==> config.mk <==
export PLATFORM = sky130hd
export DESIGN_NAME = teq_cell
export DESIGN_NICKNAME = d
export VERILOG_FILES = /design/src/sv/teq_pkg.sv /design/src/sv/teq_cell.sv
export SDC_FILE = /design/constraint.sdc
export NUM_CORES = 1
export LEC_CHECK = 0
export ABC_AREA = 1
export BUFFER_PORTS_ARGS = -buffer_cell sky130_fd_sc_hd__buf_2
export CAP_MARGIN = 30
export CORE_ASPECT_RATIO = 0.9
export CORE_UTILIZATION = 30
export DETAILED_ROUTE_END_ITERATION = 12
export SYNTH_ARGS = -nofsm -noshare
export SYNTH_HDL_FRONTEND = slang
export SYNTH_SLANG_ARGS = --single-unit
==> constraint.sdc <==
create_clock -name clk -period 8.4 [get_ports clk]
set_input_delay 0.42 -clock clk [delete_from_list [all_inputs] [get_ports clk]]
set_output_delay 0.42 -clock clk [all_outputs]
set_load 0.02 [all_outputs]
==> src/sv/teq_pkg.sv <==
// ----------------------------------------------------------------------------
// Timer expiry queue package
// Shared widths, codes, state type and the structs that pass between the
// controller and the chain of timer cells.
// ----------------------------------------------------------------------------
package teq_pkg;

    localparam int OP_W        = 2;
    localparam int HANDLE_W    = 4;
    localparam int TIMEOUT_W   = 32;
    localparam int TIME_W      = 63;
    localparam int STATUS_W    = 2;
    localparam int REM_W       = 32;
    localparam int ORDER_W     = 32;
    localparam int HANDLE_LIMIT = 2 ** HANDLE_W;

    localparam int NUM_TIMERS_DEF = 16;
    localparam int MAX_OUT        = 16;
    localparam int CNT_W          = $clog2(MAX_OUT + 1);
    localparam int BUF_IDX_W      = $clog2(MAX_OUT);

    localparam logic [TIME_W-1:0] TIME_MAX = '1;
    localparam logic [REM_W-1:0]  REM_EMPTY = '1;
    localparam logic [REM_W-1:0]  REM_SAT   = {1'b0, {(REM_W-1){1'b1}}};

    localparam logic [OP_W-1:0] OP_ARM    = 2'd0;
    localparam logic [OP_W-1:0] OP_CANCEL = 2'd1;
    localparam logic [OP_W-1:0] OP_TICK   = 2'd2;

    localparam logic [STATUS_W-1:0] ST_DONE      = 2'd0;
    localparam logic [STATUS_W-1:0] ST_NOT_FOUND = 2'd1;
    localparam logic [STATUS_W-1:0] ST_NONE_DUE  = 2'd2;

    typedef enum logic [2:0] {
        S_IDLE,
        S_EXEC,
        S_LAUNCH,
        S_WAIT,
        S_EMIT,
        S_RESP
    } state_t;

    // Token that travels down the chain, one cell per cycle
    typedef struct packed {
        logic                tok;
        logic                due_v;
        logic [TIME_W-1:0]   due_exp;
        logic [ORDER_W-1:0]  due_age;
        logic [HANDLE_W-1:0] due_handle;
        logic                any_v;
        logic [TIME_W-1:0]   min_exp;
    } scan_t;

    // Command broadcast to every cell
    typedef struct packed {
        logic                wr_en;
        logic                clr_en;
        logic [HANDLE_W-1:0] handle;
        logic [TIME_W-1:0]   expiry;
        logic [ORDER_W-1:0]  order;
    } cmd_t;

endpackage

==> src/sv/teq_cell.sv <==
// ----------------------------------------------------------------------------
// Timer expiry queue cell
// One timer slot: holds pending, expiry and arming order, and folds its entry
// into the scan token before handing it to the next cell.
// ----------------------------------------------------------------------------
module teq_cell #(
    parameter int IDX = 0
) (
    input  logic                           clk,
    input  logic                           rst_n,
    input  teq_pkg::cmd_t                  cmd,
    input  logic [teq_pkg::TIME_W-1:0]     now,
    input  logic [teq_pkg::ORDER_W-1:0]    counter,
    input  teq_pkg::scan_t                 scan_in,
    output teq_pkg::scan_t                 scan_out,
    output logic                           hit_pend
);
    import teq_pkg::*;

    logic                pend_reg;
    logic                pend_next;
    logic [TIME_W-1:0]   exp_reg;
    logic [ORDER_W-1:0]  order_reg;
    logic                hit;
    logic                due;
    logic [ORDER_W-1:0]  age;
    scan_t               scan_next;
    scan_t               scan_out_reg;

    assign hit      = (IDX < HANDLE_LIMIT) && (cmd.handle == HANDLE_W'(IDX));
    assign hit_pend = hit && pend_reg;
    assign due      = pend_reg && (exp_reg <= now);
    assign age      = counter - order_reg;

    always_comb
    begin
        pend_next = pend_reg;
        if (cmd.wr_en && hit)
        begin
            pend_next = 1'b1;
        end
        else if (cmd.clr_en && hit)
        begin
            pend_next = 1'b0;
        end
    end

    // Fold this entry: earliest due first, older arm wins a tie
    always_comb
    begin
        scan_next = scan_in;
        if (due && (!scan_in.due_v || (exp_reg < scan_in.due_exp) ||
            ((exp_reg == scan_in.due_exp) && (age > scan_in.due_age))))
        begin
            scan_next.due_v      = 1'b1;
            scan_next.due_exp    = exp_reg;
            scan_next.due_age    = age;
            scan_next.due_handle = HANDLE_W'(IDX);
        end
        if (pend_reg && (!scan_in.any_v || (exp_reg < scan_in.min_exp)))
        begin
            scan_next.any_v   = 1'b1;
            scan_next.min_exp = exp_reg;
        end
    end

    always_ff @(posedge clk or negedge rst_n)
    begin
        if (!rst_n)
        begin
            pend_reg     <= 1'b0;
            scan_out_reg <= '0;
        end
        else
        begin
            pend_reg     <= pend_next;
            scan_out_reg <= scan_next;
        end
    end

    always_ff @(posedge clk)
    begin
        if (cmd.wr_en && hit)
        begin
            exp_reg   <= cmd.expiry;
            order_reg <= cmd.order;
        end
    end

    assign scan_out = scan_out_reg;

endmodule

==> impl_results.md, run 1 <==
* Status: complete, no violations
* Cell Pwr Density at 170 mW/mm²
* Core Rows at 82
* Worst path slowest cell: nand2_4
* Sw Pwr at 1.34 mW
* H-tree level count at 1
* Routed wire length per instance at 17.5 µm
* FF-to-FF Start: order_reg[22]
* Total grt overflow at 0
* Hold endpoint: scan_out[105]
* Max Clock Skew at 0.0372 ns
* Design Area, Final at 0.0233 mm²
* Detail Placement HPWL at 49100 µm
* Crit-path cells: inv_1, ha_1, a21oi_1, a21boi_0, o21ai_0, a21oi_1, nand2_1, nand2_1, nand2_1, ha_1, nand2_1, nor2_1, nand4_1, nor3_1, nor2b_1, nor2_1, nand2_1, nand3_4, nand2_4, buf_4, inv_1, nor2_1
* Layout fillers at 5680
* Area post-placement at 0.0206 mm²
* Slew Limit Fails at 0
* Global-route wire length before repair at 94500 µm
* FF-to-FF End: scan_out[64]
* Skew-Pair Late Insertion Delay at 0.62 ns
* Pin count of the biggest net entering global routing at 67
* LEAKAGE at 12.9 nW
* Commonest non-fill, non-tap cells in the layout: nand2_1, buf_2, inv_1
* EDFF count, synth at 95
* Post_cts resized at 0
* Critical path startpoint category: register
* Clk sink count at 261
* Period utilization at 67.9%
* Fraction of registers with async set or reset after synthesis at 63.6%
* Reg2Reg Depth at 22
* Top-level I/O count at 529
* Grt met3 use at 4.47%
* TritonCTS clock tree: done
* Number of flip-flops in the largest register at 165
* Setup CP Type: register to register
* Final net count at 3448
* Vias per cell at 4.60
* Critical Path RT at 8.91 ns
* Most frequent CP cell: nand2_1
* Max cap viols at 0
* Die height at 229 µm
* Post-CTS setup buffers at 0
* Post-route setup slack at 2.70 ns
* Clk slew on worst S/H paths at 0.07 ns
* Combinational share of power at 27.7%
* WP buf/inv at 3
* GRT busiest layer: met2
* Max VDD drop at 160 µV
* CP max FO at 50
* ANT nets after route at 0
* Starting DRC count in detailed routing at 1026
* Most common cell after layout, fill and taps aside: nand2_1
* Switching Share at 33.9%
* Pre-antenna DRT Iters at 7
* Layout cells sized above 1 at 20.9%
* Fin. Hold Viols at 0
* Initial antenna violation count at 13
* Crit end category: register
* Flops & latches, synth at 261
* Starting Density at 30.6%
* Slew @ Worst Pin at 0.910 ns
* Num CTS Buffers at 31
* Clock period minus worst slack at 5.70 ns
* Tot Pwr at 3.97 mW
* P_int at 2.62 mW
* Setup TNS at 0 ns
* CTS Root Cell: clkbuf_16
* PortBufs at 528
* Hold Path Cell Cnt at 3
* Area Growth Syn to Fin at 35.5%
* Main flop type after synthesis: dfrtp_1
* Routed wire length at 63500 µm
* Reg power frac at 37.9%
* Vias at 16657
* Die X at 254 µm
* Clock power frac at 34.4%
* Pre-CTS WS at 2.58 ns
* Seq/Total Area, Yosys at 40.7%
* Syn nets at 2764
* Overall global routing resource usage at 21.3%
* Met1 usage at 27.1%
* Peak per-stage delay on the critical path at 0.77 ns
* Die ar. at 0.0583 mm²
* R2R Setup Slk at 2.70 ns
* CP delay by family, top: simple AND/OR/NAND/NOR gates
* Gpl congestion at 0.945
* Hold Path Origin: scan_in[105]
* GRT met2 Usage at 36.1%
* CTS Hold Bufs at 162
* Unrepaired setup endpoints after global routing: no
* YS warnings at 0
* CTS max path bufs at 3
* DRC Markers at 0
* Vias in the first global route at 16397
* Synthesized area at 0.0172 mm²
* Final setup viols at 0
* Hold Path Class: input pin to register
* FMAX at 175 MHz
* Rel. slew slack at 39.3%
* Worst Path Arrival at 6.21 ns
* Unique masters post-synth at 35
* Core Footprint at 0.0561 mm²
* Final Core Density at 41.5%
* Average instance area after synthesis at 8.00 µm²
* Cells after Synth at 2149
[power by group through the flow]
stage / Sequential (mW) / Combinational, mW / Clock, mW
3_3_place_gp: 1.53 / 1.03 / 0
4_1_cts: 1.51 / 1.10 / 1.40
2_1_floorplan: 1.68 / 0.452 / 0
6_report: 1.50 / 1.10 / 1.36
3_5_place_dp: 1.53 / 1.04 / 0
5_1_grt: 1.52 / 1.22 / 1.45
[worst max path at each step]
stage          slack (ns)            end  depth (start not counted)          start
2_1_floorplan        4.95  scan_out[113]                         27     counter[0]
3_3_place_gp         2.69   scan_out[66]                         28     counter[0]
3_5_place_dp         2.58   scan_out[64]                         28     counter[0]
4_1_cts              2.76   scan_out[64]                         22  order_reg[10]
5_1_grt              2.10   scan_out[64]                         22  order_reg[10]
6_report             2.70   scan_out[64]                         22  order_reg[22]
[through the flow]
step / hold slack (ns) / std cells
after floorplan: 0.124 / 2149
after global placement: 0.425 / 3394
after detailed placement: 0.422 / 3394
after CTS: 0.0000168 / 3614
after global routing: 0.0197 / 3617
final: 0.0421 / 3620
[logic make-up after synthesis]
logic type,share of synthesized area (%)
AND/OR/NAND/NOR,24.2
XOR/XNOR,1.07
buffers and inverters,9.22
adder cells (fa/ha/maj),18.4
flip-flops,40.7
AO/OA/AOI/OAI,6.43
[area by class of cell]
class,count,area [µm²],share of cell area (%)
Antenna cell,6,15.0,0.0644
Inverter,357,1340,5.76
Tap cell,756,946,4.06
Clock buffer,46,912,3.91
Timing Repair Buffer,700,4350,18.7
Clock inverter,12,110,0.472
Multi-Input combinational cell,1482,8630,37.0
Sequential cell,261,7010,30.1
[tightest hold or removal path: stages]
cell and delay, ns:
buf_2 0.11, nand2_1 0.05, nand2_1 0.04
[synthesized netlist by cell type, types with 10 or more instances]
master / number / share of area (%)
buf_2: 20 / 0.58
ha_1: 251 / 18
nand4_1: 25 / 0.91
inv_1: 357 / 7.8
edfxtp_1: 95 / 17
nor3_1: 15 / 0.44
dfrtp_1: 166 / 24
o21ai_0: 37 / 1.1
o21bai_1: 10 / 0.44
clkbuf_1: 18 / 0.39
nand2_1: 642 / 14
nor2_1: 107 / 2.3
nand3_1: 199 / 5.8
xor2_1: 19 / 0.97
a21o_1: 11 / 0.48
a21oi_1: 133 / 3.9
[layer usage]
| metal | wire length, µm | vias to the layer above | share of wire (%) |
|---|---|---|---|
| met2 | 29800 | 603 | 47 |
| met4 | 1920 | 14 | 3.0 |
| li1 | - | 8317 | - |
| met1 | 27100 | 7606 | 43 |
| met3 | 4610 | 117 | 7.3 |
| met5 | 94 | - | 0.15 |
No activity file was read; power rests on OpenSTA's default activity.
==> inputs of run 2 (changes only) <==
==> constraint.sdc (replaced) <==
create_clock -name clk -period 4.6 [get_ports clk]
set_input_delay 0.23 -clock clk [delete_from_list [all_inputs] [get_ports clk]]
set_output_delay 0.23 -clock clk [all_outputs]
set_load 0.02 [all_outputs]
==> impl_results.md, run 2 (synthesis results as in run 1) <==
* Status: complete, no violations
* Post-CTS setup buffers at 0
* Top-level I/O count at 529
* Max Clock Skew at 0.0325 ns
* Worst path slowest cell: buf_4
* Max VDD drop at 250 µV
* Routed wire length at 66100 µm
* Critical Path RT at 5.05 ns
* LEAKAGE at 13.4 nW
* DRC Markers at 0
* Cell Pwr Density at 308 mW/mm²
* Total grt overflow at 0
* Post_cts resized at 0
* Most common cell after layout, fill and taps aside: nand2_1
* Starting DRC count in detailed routing at 882
* Critical path startpoint category: register
* Gpl congestion at 0.966
* Vias in the first global route at 17406
* Area post-placement at 0.0207 mm²
* Skew-Pair Late Insertion Delay at 0.55 ns
* Period utilization at 89.2%
* Setup CP Type: register to register
* Pin count of the biggest net entering global routing at 97
* Die X at 254 µm
* Register area at 0.00701 mm²
* Clk sink count at 261
* Slew @ Worst Pin at 0.909 ns
* Detail Placement HPWL at 49900 µm
* Overall global routing resource usage at 22.4%
* Routed wire length per instance at 17.7 µm
* WP buf/inv at 2
* Unrepaired setup endpoints after global routing: no
* Commonest non-fill, non-tap cells in the layout: nand2_1, buf_2, inv_1
* Vias at 17053
* Layout fillers at 5593
* Clk slew on worst S/H paths at 0.06 ns
* TritonCTS clock tree: done
* Worst Path Arrival at 4.56 ns
* Multi-input logic area at 0.00863 mm²
* Core Rows at 82
* Initial antenna violation count at 15
* Num CTS Buffers at 34
* Hold Path Class: input pin to register
* Max cap viols at 0
* Design Area, Final at 0.0245 mm²
* Core Footprint at 0.0561 mm²
* H-tree level count at 2
* Final setup viols at 0
* Layout cells sized above 1 at 20.5%
* ANT nets after route at 0
* CTS max path bufs at 3
* Starting Density at 30.6%
* Number of flip-flops in the largest register at 165
* Fin. Hold Viols at 0
* Vias per cell at 4.57
* CP max FO at 45
* Rel. slew slack at 39.4%
* Global-route wire length before repair at 98900 µm
* Tot Pwr at 7.54 mW
* CP delay by family, top: simple AND/OR/NAND/NOR gates
* FMAX at 244 MHz
* Final net count at 3557
* Crit end category: register
* Area Growth Syn to Fin at 42.4%
* Peak per-stage delay on the critical path at 0.48 ns
* Die height at 229 µm
* CTS Root Cell: clkbuf_16
* Most frequent CP cell: nand2_1
* Setup TNS at 0 ns
* Die ar. at 0.0583 mm²
* PortBufs at 528
* Pre-antenna DRT Iters at 5
* Clock period minus worst slack at 4.10 ns
* Slew Limit Fails at 0
[run 2: cell types whose count changed in the layout (fill, tap and decap cells not counted), moves of 2 or more]
| cell | delta |
|---|---|
| buf_12 | +3 |
| clkbuf_16 | +6 |
| clkbuf_8 | -2 |
| dlygate4sd3_1 | +100 |
| buf_4 | +3 |
| diode_2 | +6 |
[run 2: worst register-to-register path, stage by stage, from the launching register on]
cell	delay, ns
edfxtp_1	0.32
ha_1	0.15
inv_1	0.07
fa_1	0.39
nand3_1	0.09
nand2_1	0.12
nand2_1	0.08
nand2_1	0.10
nand3_1	0.09
nand3_1	0.21
nand3_1	0.17
nand2_1	0.06
nand2_1	0.05
nand2_1	0.07
ha_1	0.27
nand2_1	0.07
nor2_1	0.16
nand4_1	0.16
nor3_1	0.22
nand2_1	0.08
nand2_1	0.06
nand2_1	0.08
nand3_4	0.11
buf_4	0.48
nand3_1	0.24
nand2_1	0.12
[run 2: cell type report]
type	count	area share, %
Clock inverter	12	0.327
Multi-Input combinational cell	1482	35.2
Inverter	357	5.48
Sequential cell	261	28.6
Timing Repair Buffer	806	22.2
Tap cell	756	3.86
Clock buffer	49	4.21
Antenna cell	12	0.123
[run 2: report_power, final]
part           internal (mW)  total, mW  switching (mW)
sequential              2.65       2.76           0.108
combinational          0.779       2.09            1.31
clock                   1.57       2.68            1.11
[run 2: what timing repair did]
action                                 4_1_cts  5_1_grt
endpoints found under the hold margin      351        0
setup endpoints to repair                    0        0
hold buffers                               262        0
[run 2: final timing paths]
check	start	depth (start not counted)	slack, ns	end
max	order_reg[0]	25	0.50	scan_out[91]
min	cmd[97]	5	0.08	pend_reg
max reg2reg	order_reg[0]	25	0.50	scan_out[91]
min reg2reg	exp_reg[0]	2	0.60	scan_out[100]
max in group asynchronous	rst_n	3	3.15	scan_out[42]
min in group asynchronous	rst_n	2	0.38	scan_out[28]
[run 2: routing by layer]
metal	part of all wire, %	GRT usage [%]
met1	42	27.2
met2	47	37.8
met3	7.5	5.75
met4	3.4	8.34
met5	0.061	0
[run 2: metrics by stage]
stage	utilization, %	std cells	worst slack (ns)	hold WS [ns]
finish	43.6	3735	0.495	0.0844
global route	43.6	3730	0.177	0.0875
CTS	43.6	3723	0.498	0.0414
detailed placement	36.9	3400	0.470	0.356
global placement	36.9	3400	0.537	0.351
floorplan	-	2149	1.31	-0.0656
==> inputs of run 3 (changes only) <==
--- a/config.mk
+++ b/config.mk
@@ -5,9 +5,8 @@
 export SDC_FILE = /design/constraint.sdc
 export NUM_CORES = 1
 export LEC_CHECK = 0
-export ABC_AREA = 1
 export BUFFER_PORTS_ARGS = -buffer_cell sky130_fd_sc_hd__buf_2
-export CAP_MARGIN = 30
+export CAP_MARGIN = 20
 export CORE_ASPECT_RATIO = 0.9
 export CORE_UTILIZATION = 30
 export DETAILED_ROUTE_END_ITERATION = 12
==> impl_results.md, run 3 <==
* Clock period minus worst slack at 4.88 ns
* Max Clock Skew at 0.0290 ns
* YS warnings at 0
* Initial antenna violation count at 8
* WP buf/inv at 4
* Slew Limit Fails at 0
* Commonest non-fill, non-tap cells in the layout: buf_2, inv_1, ha_1
* Vias per cell at 5.19
* Critical Path RT at 5.02 ns
* Global-route wire length before repair at 109000 µm
* P_int at 5.45 mW
* Detail Placement HPWL at 56000 µm
* PortBufs at 528
* Die height at 234 µm
* Clock power frac at 33.9%
* Average instance area after synthesis at 9.35 µm²
* Die X at 259 µm
* CP max FO at 6
* Routed wire length at 76000 µm
* Area leader, netlist: dfrtp_1
* Num CTS Buffers at 34
* Peak per-stage delay on the critical path at 0.57 ns
* Crit-path cells: ha_2, inv_2, fa_2, a21oi_2, nor3_2, nor2_2, a2111oi_4, or4_4, a2111oi_4, a311oi_2, ha_1, nand4_1, or4_4, a311oi_4, o41ai_4, buf_4, o41ai_4, buf_12, buf_12, a21oi_1, a41o_1
* Skew-Pair Late Insertion Delay at 0.55 ns
* Rel. slew slack at 26.0%
* Critical path startpoint category: register
* Flops & latches, synth at 261
* Vias at 18579
* Slew @ Worst Pin at 1.11 ns
* Post-route setup slack at -0.280 ns
* Routed wire length per instance at 21.3 µm
* Hold Path Cell Cnt at 3
* Clk slew on worst S/H paths at 0.06 ns
* Max cap viols at 0
* Top-level I/O count at 529
* Unrepaired setup endpoints after global routing: yes
* ANT nets after route at 0
* DRC Markers at 0
* Fraction of registers with async set or reset after synthesis at 63.6%
* Number of flip-flops in the largest register at 165
* FF-to-FF Start: order_reg[0]
* Combinational share of power at 31.8%
* Main flop type after synthesis: dfrtp_1
* FMAX at 205 MHz
* Status: finished, violations left
* Failing checks: negative setup slack
* Pre-antenna DRT Iters at 8
* Cell Pwr Density at 310 mW/mm²
* Area Growth Syn to Fin at 47.7%
* Area post-placement at 0.0222 mm²
* Period utilization at 106%
* Fin. Hold Viols at 0
* Switching Share at 33.5%
* Overall global routing resource usage at 23.8%
* Top-count cell post-synth: inv_1
* Layout cells sized above 1 at 29.0%
* Core Rows at 84
* H-tree level count at 2
* Pin count of the biggest net entering global routing at 98
* EDFF count, synth at 95
* Reg power frac at 34.3%
* Synthesized area at 0.0179 mm²
* Unique masters post-synth at 76
* CP delay by family, top: compound AO/OA/AOI/OAI gates
* Worst path slowest cell: or4_4
* Final net count at 3387
* Commonest cells in the netlist: inv_1, ha_1, nand2_1
* Setup CP Type: register to register
* Layout fillers at 5542
* Seq/Total Area, Yosys at 39.2%
* Sw Pwr at 2.74 mW
* Synth top area share at 23.2%
* Total grt overflow at 0
* R2R Setup Slk at -0.28 ns
* Most common cell after layout, fill and taps aside: buf_2
* Reg2Reg Depth at 21
* Starting DRC count in detailed routing at 1237
* Worst Path Arrival at 5.30 ns
* Gpl congestion at 0.899
* Syn nets at 2528
* Hold endpoint: scan_out[123]
* Core Footprint at 0.0586 mm²
* CTS Root Cell: clkbuf_16
* CTS max path bufs at 3
* Die ar. at 0.0606 mm²
* Clk sink count at 261
* Vias in the first global route at 18551
* Final Core Density at 45.0%
* Final setup viols at 99
* FF-to-FF End: scan_out[95]
* Max VDD drop at 327 µV
* Leading cell types by total area after synthesis: dfrtp_1, ha_1, edfxtp_1
* Starting Density at 30.5%
* Design Area, Final at 0.0264 mm²
* TritonCTS clock tree: done
* Hold Path Class: input pin to register
* Crit end category: register
* LEAKAGE at 13.0 nW
* Hold Path Origin: scan_in[123]
* Cells after Synth at 1913
[run 3: cell count changes in the layout (fill, tap and decap cells not counted), moves of 67 or more]
cell     previous run  this run
nand2_1           642       187
nor2_1            107        40
buf_4              13       115
nand4_1            25       110
inv_1             356       263
nand3_1           199        90
[run 3: per-stage QoR]
step / hold WS, ns / setup WS (ns) / setup TNS (ns) / instances / total power, mW
3_5_place_dp: 0.349 / -0.576 / -49.64 / 3246 / 5.09
3_3_place_gp: 0.342 / -0.457 / -37.47 / 3246 / 5.05
2_1_floorplan: -0.0656 / 0.0569 / 0 / 1913 / 4.09
6_report: 0.0127 / -0.280 / -18.00 / 3577 / 8.19
4_1_cts: 0.000366 / -0.252 / -17.49 / 3556 / 8.14
5_1_grt: 0.00671 / -0.457 / -33.54 / 3576 / 8.57
[run 3: cell type report]
cell class | instances | area (µm²) | area share, %
diodes | 7 | 17.5 | 0.0663
clock inverters | 15 | 181 | 0.687
well taps | 774 | 968 | 3.67
flip-flops and latches | 261 | 7010 | 26.5
repair buffers | 907 | 6440 | 24.4
inverters | 264 | 991 | 3.75
multi-input cells | 1304 | 9860 | 37.3
clock buffers | 45 | 943 | 3.57
[run 3: how the worst max path moves through the flow]
| stage | startpoint | to | depth (start not counted) |
|---|---|---|---|
| after CTS | order_reg[0] | scan_out[128] | 21 |
| final | order_reg[0] | scan_out[95] | 21 |
| after global placement | counter[0] | scan_out[77] | 20 |
| after floorplan | order_reg[0] | scan_out[84] | 20 |
| after detailed placement | counter[0] | scan_out[73] | 21 |
| after global routing | order_reg[0] | scan_out[149] | 21 |
[run 3: kinds of logic (layout without fill, tap and decap cells)]
kind of cell | Yosys count | in the layout | synth area share, %
adders and majority gates | 252 | 252 | 17.7
xor gates and xnor gates | 22 | 22 | 1.08
and+or+nand+nor | 524 | 525 | 14.8
DFF | 261 | 261 | 39.2
buffers and inverters | 349 | 1231 | 7.76
AOI/OAI and AO/OA | 490 | 490 | 18.4
other | 0 | 7 | 0
muxes | 15 | 15 | 1.16
[run 3: layer usage]
layer	global-route usage, %	share of wire [%]	wire length [µm]
met5	0	0.017	13
met4	8.75	3.6	2730
met3	4.18	6.8	5190
met2	40.9	48	36700
met1	29.7	41	31400
[run 3: worst reg2reg max path, delay by kind of cell (launching register included)]
| kind | cells | cell delay [ns] |
|---|---|---|
| buffers and inverters | 4 | 0.54 |
| AOI/OAI and AO/OA | 9 | 1.53 |
| DFF | 1 | 0.33 |
| adders and majority gates | 3 | 0.86 |
| and+or+nand+nor | 5 | 1.50 |
[run 3: timing repair]
action / 4_1_cts / 5_1_grt
buffers inserted: 12 / 7
pin swaps: 9 / 9
cloned: 3 / 8
hold buffers: 235 / 1
endpoints found under the setup margin: 99 / 99
hold endpoints to repair: 317 / 1
gates resized for setup: 20 / 80
[run 3: power by group through the flow]
stage | logic (mW) | registers (mW) | clock network [mW]
2_1_floorplan | 0.985 | 3.10 | 0
3_3_place_gp | 2.19 | 2.85 | 0
3_5_place_dp | 2.24 | 2.85 | 0
4_1_cts | 2.47 | 2.81 | 2.86
5_1_grt | 2.81 | 2.82 | 2.94
6_report | 2.60 | 2.81 | 2.78
